**src/ilid_pkg.sv**
```systemverilog
// ----------------------------------------------------------------------------
// ilid_pkg
// shared types and codes of the indexed list core
// ----------------------------------------------------------------------------
package ilid_pkg;

	// value field width, position field width and input payload width
	localparam int VAL_W = 32;
	localparam int POS_W = 8;
	localparam int IN_W  = 40;

	// operation codes, carried on s_tuser
	localparam logic [1:0] OP_APPEND = 2'd0;
	localparam logic [1:0] OP_INSERT = 2'd1;
	localparam logic [1:0] OP_DELETE = 2'd2;
	localparam logic [1:0] OP_CLEAR  = 2'd3;

	// status codes, carried on m_tuser
	localparam logic [1:0] ST_OK    = 2'd0;
	localparam logic [1:0] ST_ZERO  = 2'd1;
	localparam logic [1:0] ST_FULL  = 2'd2;
	localparam logic [1:0] ST_EMPTY = 2'd3;

	// command broadcast to every cell of the row
	typedef struct packed {
		logic ins;
		logic del;
	} cell_cmd_t;

endpackage

```
**src/ilid_cell.sv**
```systemverilog
// ----------------------------------------------------------------------------
// ilid_cell
// one list slot: holds, shifts up, shifts down or loads a value
// ----------------------------------------------------------------------------
module ilid_cell
	import ilid_pkg::*;
#(
	parameter int IW = 4
) (
	input  logic             clk,
	input  cell_cmd_t        cmd,
	input  logic [IW-1:0]    sel_idx,
	input  logic [IW-1:0]    cell_id,
	input  logic [VAL_W-1:0] new_value,
	input  logic [VAL_W-1:0] left_value,
	input  logic [VAL_W-1:0] right_value,
	input  logic [VAL_W-1:0] removed_in,
	output logic [VAL_W-1:0] value,
	output logic [VAL_W-1:0] removed_out
);

	logic [VAL_W-1:0] value_q;
	logic [VAL_W-1:0] value_nxt;
	logic             hit;
	logic             above;

	assign hit   = (sel_idx == cell_id);
	assign above = (cell_id > sel_idx);

	always_comb begin
		value_nxt = value_q;
		if (cmd.ins) begin
			if (hit) begin
				value_nxt = new_value;
			end else if (above) begin
				value_nxt = left_value;
			end
		end else if (cmd.del) begin
			if (hit || above) begin
				value_nxt = right_value;
			end
		end
	end

	always_ff @(posedge clk) begin
		value_q <= value_nxt;
	end

	assign value       = value_q;
	// selected slot contributes its value to the removal chain
	assign removed_out = removed_in | (hit ? value_q : '0);

endmodule

```
**src/indexed_list_insert_delete_core.sv**
```systemverilog
// ----------------------------------------------------------------------------
// indexed_list_insert_delete_core
// ordered list of nonzero values with append, insert, delete and clear
// ----------------------------------------------------------------------------
// usage:
//   input channel s_*: one operation per transfer. s_tuser carries the op code
//   (append, insert, delete, clear), s_tdata the value and the list position.
//   output channel m_*: exactly one result per operation, in order. m_tuser
//   carries the status, m_tdata the removed value and the new list length.
// timing:
//   an accepted operation updates the whole row of cells at the same edge,
//   every slot shifting in parallel with its neighbor, so the result is shown
//   on m_* in the cycle after the input transfer. one operation per cycle is
//   sustained while the receiver takes each result; the parallel row update sets that figure.
// stall:
//   the result sits in an output register; s_tready stays high while that
//   register is empty or being drained, so a new transfer is taken in the same
//   cycle the receiver takes the previous result. a stalled receiver holds off
//   new input after one result is waiting.
// reset:
//   arst_n clears the length and the output valid; slot contents are left
//   as they are and only slots below the length are ever read.
// ----------------------------------------------------------------------------
module indexed_list_insert_delete_core
	import ilid_pkg::*;
#(
	parameter int DEPTH = 16,
	localparam int CW    = $clog2(DEPTH + 1),
	localparam int OUT_W = ((VAL_W + CW + 7) / 8) * 8
) (
	input  logic             clk,
	input  logic             arst_n,
	input  logic             s_tvalid,
	output logic             s_tready,
	input  logic [IN_W-1:0]  s_tdata,   // item_value[31:0], position[39:32]
	input  logic [1:0]       s_tuser,   // op[1:0]
	output logic             m_tvalid,
	input  logic             m_tready,
	output logic [OUT_W-1:0] m_tdata,   // removed_value[31:0], list_length above it
	output logic [1:0]       m_tuser    // status[1:0]
);

	localparam int IW = $clog2(DEPTH);
	localparam int PW = (CW > POS_W) ? CW : POS_W;

	// list length and output register
	logic [CW-1:0]    count_q;
	logic             out_valid_q;
	logic [1:0]       status_q;
	logic [VAL_W-1:0] removed_q;
	logic [CW-1:0]    length_q;

	logic             accept;
	logic [1:0]       op;
	logic [VAL_W-1:0] in_value;
	logic [PW-1:0]    pos_w;
	logic [PW-1:0]    cnt_w;
	logic [PW-1:0]    last_w;
	logic [PW-1:0]    ins_idx_w;
	logic [PW-1:0]    del_idx_w;
	logic             full;
	logic             empty;

	// decoded operation
	cell_cmd_t        cmd;
	logic [IW-1:0]    sel_idx;
	logic [1:0]       status_nxt;
	logic [CW-1:0]    count_nxt;
	logic             is_delete;

	// cell row wiring
	logic [VAL_W-1:0] cell_value [DEPTH];
	logic [VAL_W-1:0] rm_chain   [DEPTH+1];

	assign s_tready = !out_valid_q || m_tready;
	assign accept   = s_tvalid && s_tready;

	assign op       = s_tuser;
	assign in_value = s_tdata[VAL_W-1:0];
	assign pos_w    = PW'(s_tdata[VAL_W +: POS_W]);
	assign cnt_w    = PW'(count_q);
	assign last_w   = cnt_w - PW'(1);
	assign full     = (count_q == CW'(DEPTH));
	assign empty    = (count_q == '0);

	// insert past the end clamps to append, delete past the end takes the last
	assign ins_idx_w = (pos_w > cnt_w) ? cnt_w : pos_w;
	assign del_idx_w = (pos_w >= last_w) ? last_w : pos_w;

	always_comb begin
		cmd        = '0;
		sel_idx    = '0;
		status_nxt = ST_OK;
		count_nxt  = count_q;
		is_delete  = 1'b0;
		case (op)
			OP_APPEND, OP_INSERT: begin
				// zero value is checked ahead of the full check
				if (in_value == '0) begin
					status_nxt = ST_ZERO;
				end else if (full) begin
					status_nxt = ST_FULL;
				end else begin
					cmd.ins   = 1'b1;
					sel_idx   = (op == OP_APPEND) ? IW'(cnt_w) : IW'(ins_idx_w);
					count_nxt = count_q + CW'(1);
				end
			end
			OP_DELETE: begin
				if (empty) begin
					status_nxt = ST_EMPTY;
				end else begin
					cmd.del   = 1'b1;
					is_delete = 1'b1;
					sel_idx   = IW'(del_idx_w);
					count_nxt = count_q - CW'(1);
				end
			end
			default: begin
				// clear: only the length matters, slot contents become stale
				count_nxt = '0;
			end
		endcase
	end

	// row of cells; the removed value travels down the chain by or
	assign rm_chain[0] = '0;

	for (genvar k = 0; k < DEPTH; k++) begin : g_cell
		cell_cmd_t        cell_cmd;
		logic [VAL_W-1:0] left_v;
		logic [VAL_W-1:0] right_v;

		assign cell_cmd = accept ? cmd : '0;
		assign left_v   = (k == 0) ? '0 : cell_value[(k == 0) ? 0 : k-1];
		assign right_v  = (k == DEPTH-1) ? '0 : cell_value[(k == DEPTH-1) ? k : k+1];

		ilid_cell #(
			.IW(IW)
		) u_cell (
			.clk         (clk),
			.cmd         (cell_cmd),
			.sel_idx     (sel_idx),
			.cell_id     (IW'(k)),
			.new_value   (in_value),
			.left_value  (left_v),
			.right_value (right_v),
			.removed_in  (rm_chain[k]),
			.value       (cell_value[k]),
			.removed_out (rm_chain[k+1])
		);
	end

	// control state
	always_ff @(posedge clk or negedge arst_n) begin
		if (!arst_n) begin
			count_q     <= '0;
			out_valid_q <= 1'b0;
		end else begin
			if (accept) begin
				count_q     <= count_nxt;
				out_valid_q <= 1'b1;
			end else if (m_tready) begin
				out_valid_q <= 1'b0;
			end
		end
	end

	// result payload, loaded on every input transfer
	always_ff @(posedge clk) begin
		if (accept) begin
			status_q  <= status_nxt;
			removed_q <= is_delete ? rm_chain[DEPTH] : '0;
			length_q  <= count_nxt;
		end
	end

	assign m_tvalid = out_valid_q;
	assign m_tuser  = status_q;
	assign m_tdata  = OUT_W'({length_q, removed_q});

endmodule

```
**config.mk**
```make
export PLATFORM = sky130hd
export DESIGN_NAME = indexed_list_insert_delete_core
export DESIGN_NICKNAME = d
export VERILOG_FILES = /design/src/ilid_pkg.sv /design/src/ilid_cell.sv /design/src/indexed_list_insert_delete_core.sv
export SDC_FILE = /design/constraint.sdc
export NUM_CORES = 1
export LEC_CHECK = 0
export BUFFER_PORTS_ARGS = -buffer_cell sky130_fd_sc_hd__buf_2
export CAP_MARGIN = 20
export CORE_MARGIN = 2
export CORE_UTILIZATION = 50
export CTS_CLUSTER_SIZE = 20
export DETAILED_ROUTE_END_ITERATION = 12
export PLACE_DENSITY = 0.69
export SLEW_MARGIN = 20
export SYNTH_ARGS = -nofsm -noshare
export SYNTH_HDL_FRONTEND = slang
export SYNTH_SLANG_ARGS = --single-unit
```
**constraint.sdc**
```tcl
create_clock -name clk -period 7.2 [get_ports clk]
set_input_delay 1.08 -clock clk [delete_from_list [all_inputs] [get_ports clk]]
set_output_delay 1.08 -clock clk [all_outputs]
set_load 0.05 [all_outputs]
```
==> flow_summary.ini <==
[final_layout]
layout_common_cells = 625 x nand2_1, 551 x edfxtp_1, 485 x mux2i_1
drive_gt1_share_pct = 10.0
utilization_pct = 54.9
area_delta_synth_final_pct = 8.74
n_fill_cell = 5455
finalNetCount = 3087
layout_commonest_cell = nand2_1

[synthesis]
synth_edf_count = 551
syn_inst = 3133
synthTopCellsByArea = edfxtp_1 51%, mux2i_1 15%, nand2_1 7.3%
syn_area_um2 = 32500
async_reset_ff_share_pct = 1.08
avgSynthCellArea_um2 = 10.4
yosysSeqAreaShare_pct = 51.4
ys_ff_latch = 557
synth_top_area_share_pct = 50.9
synth_area_leader_cell = edfxtp_1
synthFlopType = edfxtp_1
synth_cell_type_count = 61
synth_warnings = 0

[clock_tree]
clock_latency_ns = 0.63
path_clk_slew_ns = 0.06
cts_tree = built
numCtsBuffers = 59
clockBufferDepth = 3
cts_hold_buffers = 0
post_cts_buffers = 0
root_buffer = clkbuf_16
htree_levels = 2
ctsResizeCount = 0
clock_sinks = 557

[timing]
hold_viol = 0
timing.fmax_ghz = 0.179
finalSetupTns_ns = 0
finalSetupViolations = 0
slew_viol_final = 0
post-route-min-period_ns = 5.59
fin_worst_skew_ns = 0.0165
worst-slew-pin-transition_ns = 1.23
slew_headroom_pct = 17.8
rsz0062_at_grt = no
period_share_pct = 77.6

[die]
die_h_um = 259
core.rowCount = 93
dieArea_um2 = 67000
die_w_um = 259
boundaryPins = 90
start_util_pct = 50.5
core_um2 = 64300

[pwr]
power.switching_w = 0.00566
swShare_pct = 41.6
p_comb_share_pct = 42.6
ir_worst_vdd_v = 0.000277
p_per_area_nw_per_um2 = 385
p_leak_nw = 15.6
p_int_w = 0.00796
pwr-share-seq_pct = 35.1
p_clk_share_pct = 22.3

[routing]
dr.pass1.iters = 6
ant_nets = 0
remaining_drc_errors = 0
vias_per_cell = 6.58
wl_per_cell_um = 26.4
finalWirelength_um = 104000
dr.first_iter.drc_count = 3572
vias = 25900

[setup_path]
path_depth = 15
worst-setup-path-type = register to register
r2r_end = g_cell[14].u_cell.value[12]$_DFFE_PP_
critPathMaxStageDelay_ns = 0.95
crit-reg2reg-launch = count_q[0]$_DFFE_PN0P_
crit_family = simple AND/OR/NAND/NOR gates
start_kind = register
end_kind = register
critPathRequiredTime_ns = 7.58
setup.worst_path.end = g_cell[14].u_cell.value[12]$_DFFE_PP_
cp_num_buf_inv = 4
startpoint = count_q[0]$_DFFE_PN0P_
crit_fanout = 40
cp_cell_sequence = inv_1 -> ha_1 -> xor2_1 -> inv_1 -> ha_1 -> o21ai_0 -> a21oi_1 -> a21oi_4 -> mux2i_1 -> a21oi_1 -> nor3_2 -> buf_4 -> and2_2 -> nor2_4 -> buf_12
arrival_ns = 5.97
slowest_stage = and2_2
regToRegSetupSlack_ns = 1.61
r2r_cells = 15

[placed_design]
hpwl_um = 60400
globalplace.congestion = 0.841
port_buffers = 86

[outcome]
status = finished clean

[grt]
grt_first_pass_wirelength_um = 155000
antenna_found_initial = 1
grt_usage_pct = 30.3
grt_max_degree = 145
grt_overflow = 0
grt_pass1_vias = 24700

[worst_hold_path]
hp-class = primary input to async pin

[job]
cap_violations = 0
==> cells in the mapped netlist, drive strengths merged (10+ instances only) <==
library cell / count
a2111oi: 32
a21oi: 83
a22o: 96
o2bb2ai: 32
nor4: 10
nor2: 27
a41oi: 32
edfxtp: 551
nand2: 640
inv: 12
o21ai: 526
ha: 16
nand3: 69
a221oi: 33
mux2i: 485
clkbuf: 211
and3: 99
buf: 117
==> flip-flops by register name (all words and copies together), names as in the netlist <==
signal / cells
count_q: 5
m_tvalid: 1
m_tuser: 2
g_cell.u_cell.value: 512
length_q: 5
removed_q: 32
==> stage by stage <==
stage / instances / power (W) / setup WS (ns) / area, µm² / hold slack, ns
6_report: 3929 / 0.0136 / 1.61 / 35300 / 0.275
5_1_grt: 3926 / 0.0141 / 1.35 / 35300 / 0.280
4_1_cts: 3924 / 0.0135 / 1.69 / 35300 / 0.267
3_5_place_dp: 3818 / 0.0105 / 1.21 / 33500 / 0.512
3_3_place_gp: 3818 / 0.0103 / 1.31 / 33500 / 0.495
2_1_floorplan: 3135 / 0.00857 / 1.07 / 32500 / 0.523
==> power groups by stage <==
| stage | Combinational, W | Sequential (W) | Clock [W] |
|---|---|---|---|
| finish | 0.00580 | 0.00478 | 0.00303 |
| global route | 0.00610 | 0.00483 | 0.00317 |
| CTS | 0.00564 | 0.00476 | 0.00305 |
| detailed placement | 0.00563 | 0.00483 | 0 |
| global placement | 0.00551 | 0.00481 | 0 |
| floorplan | 0.00373 | 0.00483 | 0 |
==> layout make-up <==
type / instances / area [µm²] / share of cell area, %
tap: 855 / 1070 / 3.03
timing repair buffer: 157 / 1220 / 3.46
clock buffer: 74 / 1530 / 4.34
sequential: 557 / 16700 / 47.3
clock inverter: 32 / 303 / 0.857
antenna: 4 / 10.0 / 0.0283
inverter: 12 / 45.0 / 0.128
multi-input combinational: 2238 / 14500 / 40.9
==> logic make-up after synthesis <==
| group | count (synthesis) | synth area share (%) |
|---|---|---|
| xor+xnor | 5 | 0.135 |
| other cells | 1 | 0.0115 |
| simple gates | 877 | 11.8 |
| compound gates | 852 | 16.3 |
| mux | 485 | 14.9 |
| fa+ha+maj | 16 | 0.616 |
| buf+inv | 340 | 4.74 |
| flops | 557 | 51.4 |
==> routing by layer <==
layer  wire length, µm  global-route usage [%]
met1             41200                    41.4
met2             47200                    47.9
met3             11600                    6.31
met4              3700                    10.8
met5                 0                       0
==> worst register-to-register path: cells and delay by family, from the launching register on <==
| kind | cells | cell delay [ns] |
|---|---|---|
| buffers and inverters | 4 | 1.20 |
| DFF | 1 | 0.48 |
| muxes | 1 | 0.62 |
| AOI/OAI and AO/OA | 4 | 0.74 |
| adders and majority gates | 2 | 0.57 |
| xor gates and xnor gates | 1 | 0.21 |
| and+or+nand+nor | 3 | 1.50 |
==> worst min-delay path by stage <==
| stage | from | end | slack, ns | cells after the start |
|---|---|---|---|---|
| after floorplan | g_cell[15].u_cell.value[0]$_SDFFCE_PN0P_ | g_cell[14].u_cell.value[0]$_DFFE_PP_ | 0.52 | 2 |
| final | arst_n | count_q[3]$_DFFE_PN0P_ | 0.27 | 1 |
| after detailed placement | m_tvalid$_DFFE_PN0P_ | m_tvalid$_DFFE_PN0P_ | 0.51 | 2 |
| after CTS | arst_n | count_q[3]$_DFFE_PN0P_ | 0.27 | 1 |
| after global placement | m_tvalid$_DFFE_PN0P_ | m_tvalid$_DFFE_PN0P_ | 0.49 | 2 |
| after global routing | arst_n | count_q[2]$_DFFE_PN0P_ | 0.28 | 1 |
(Power assumes the default switching activity.)
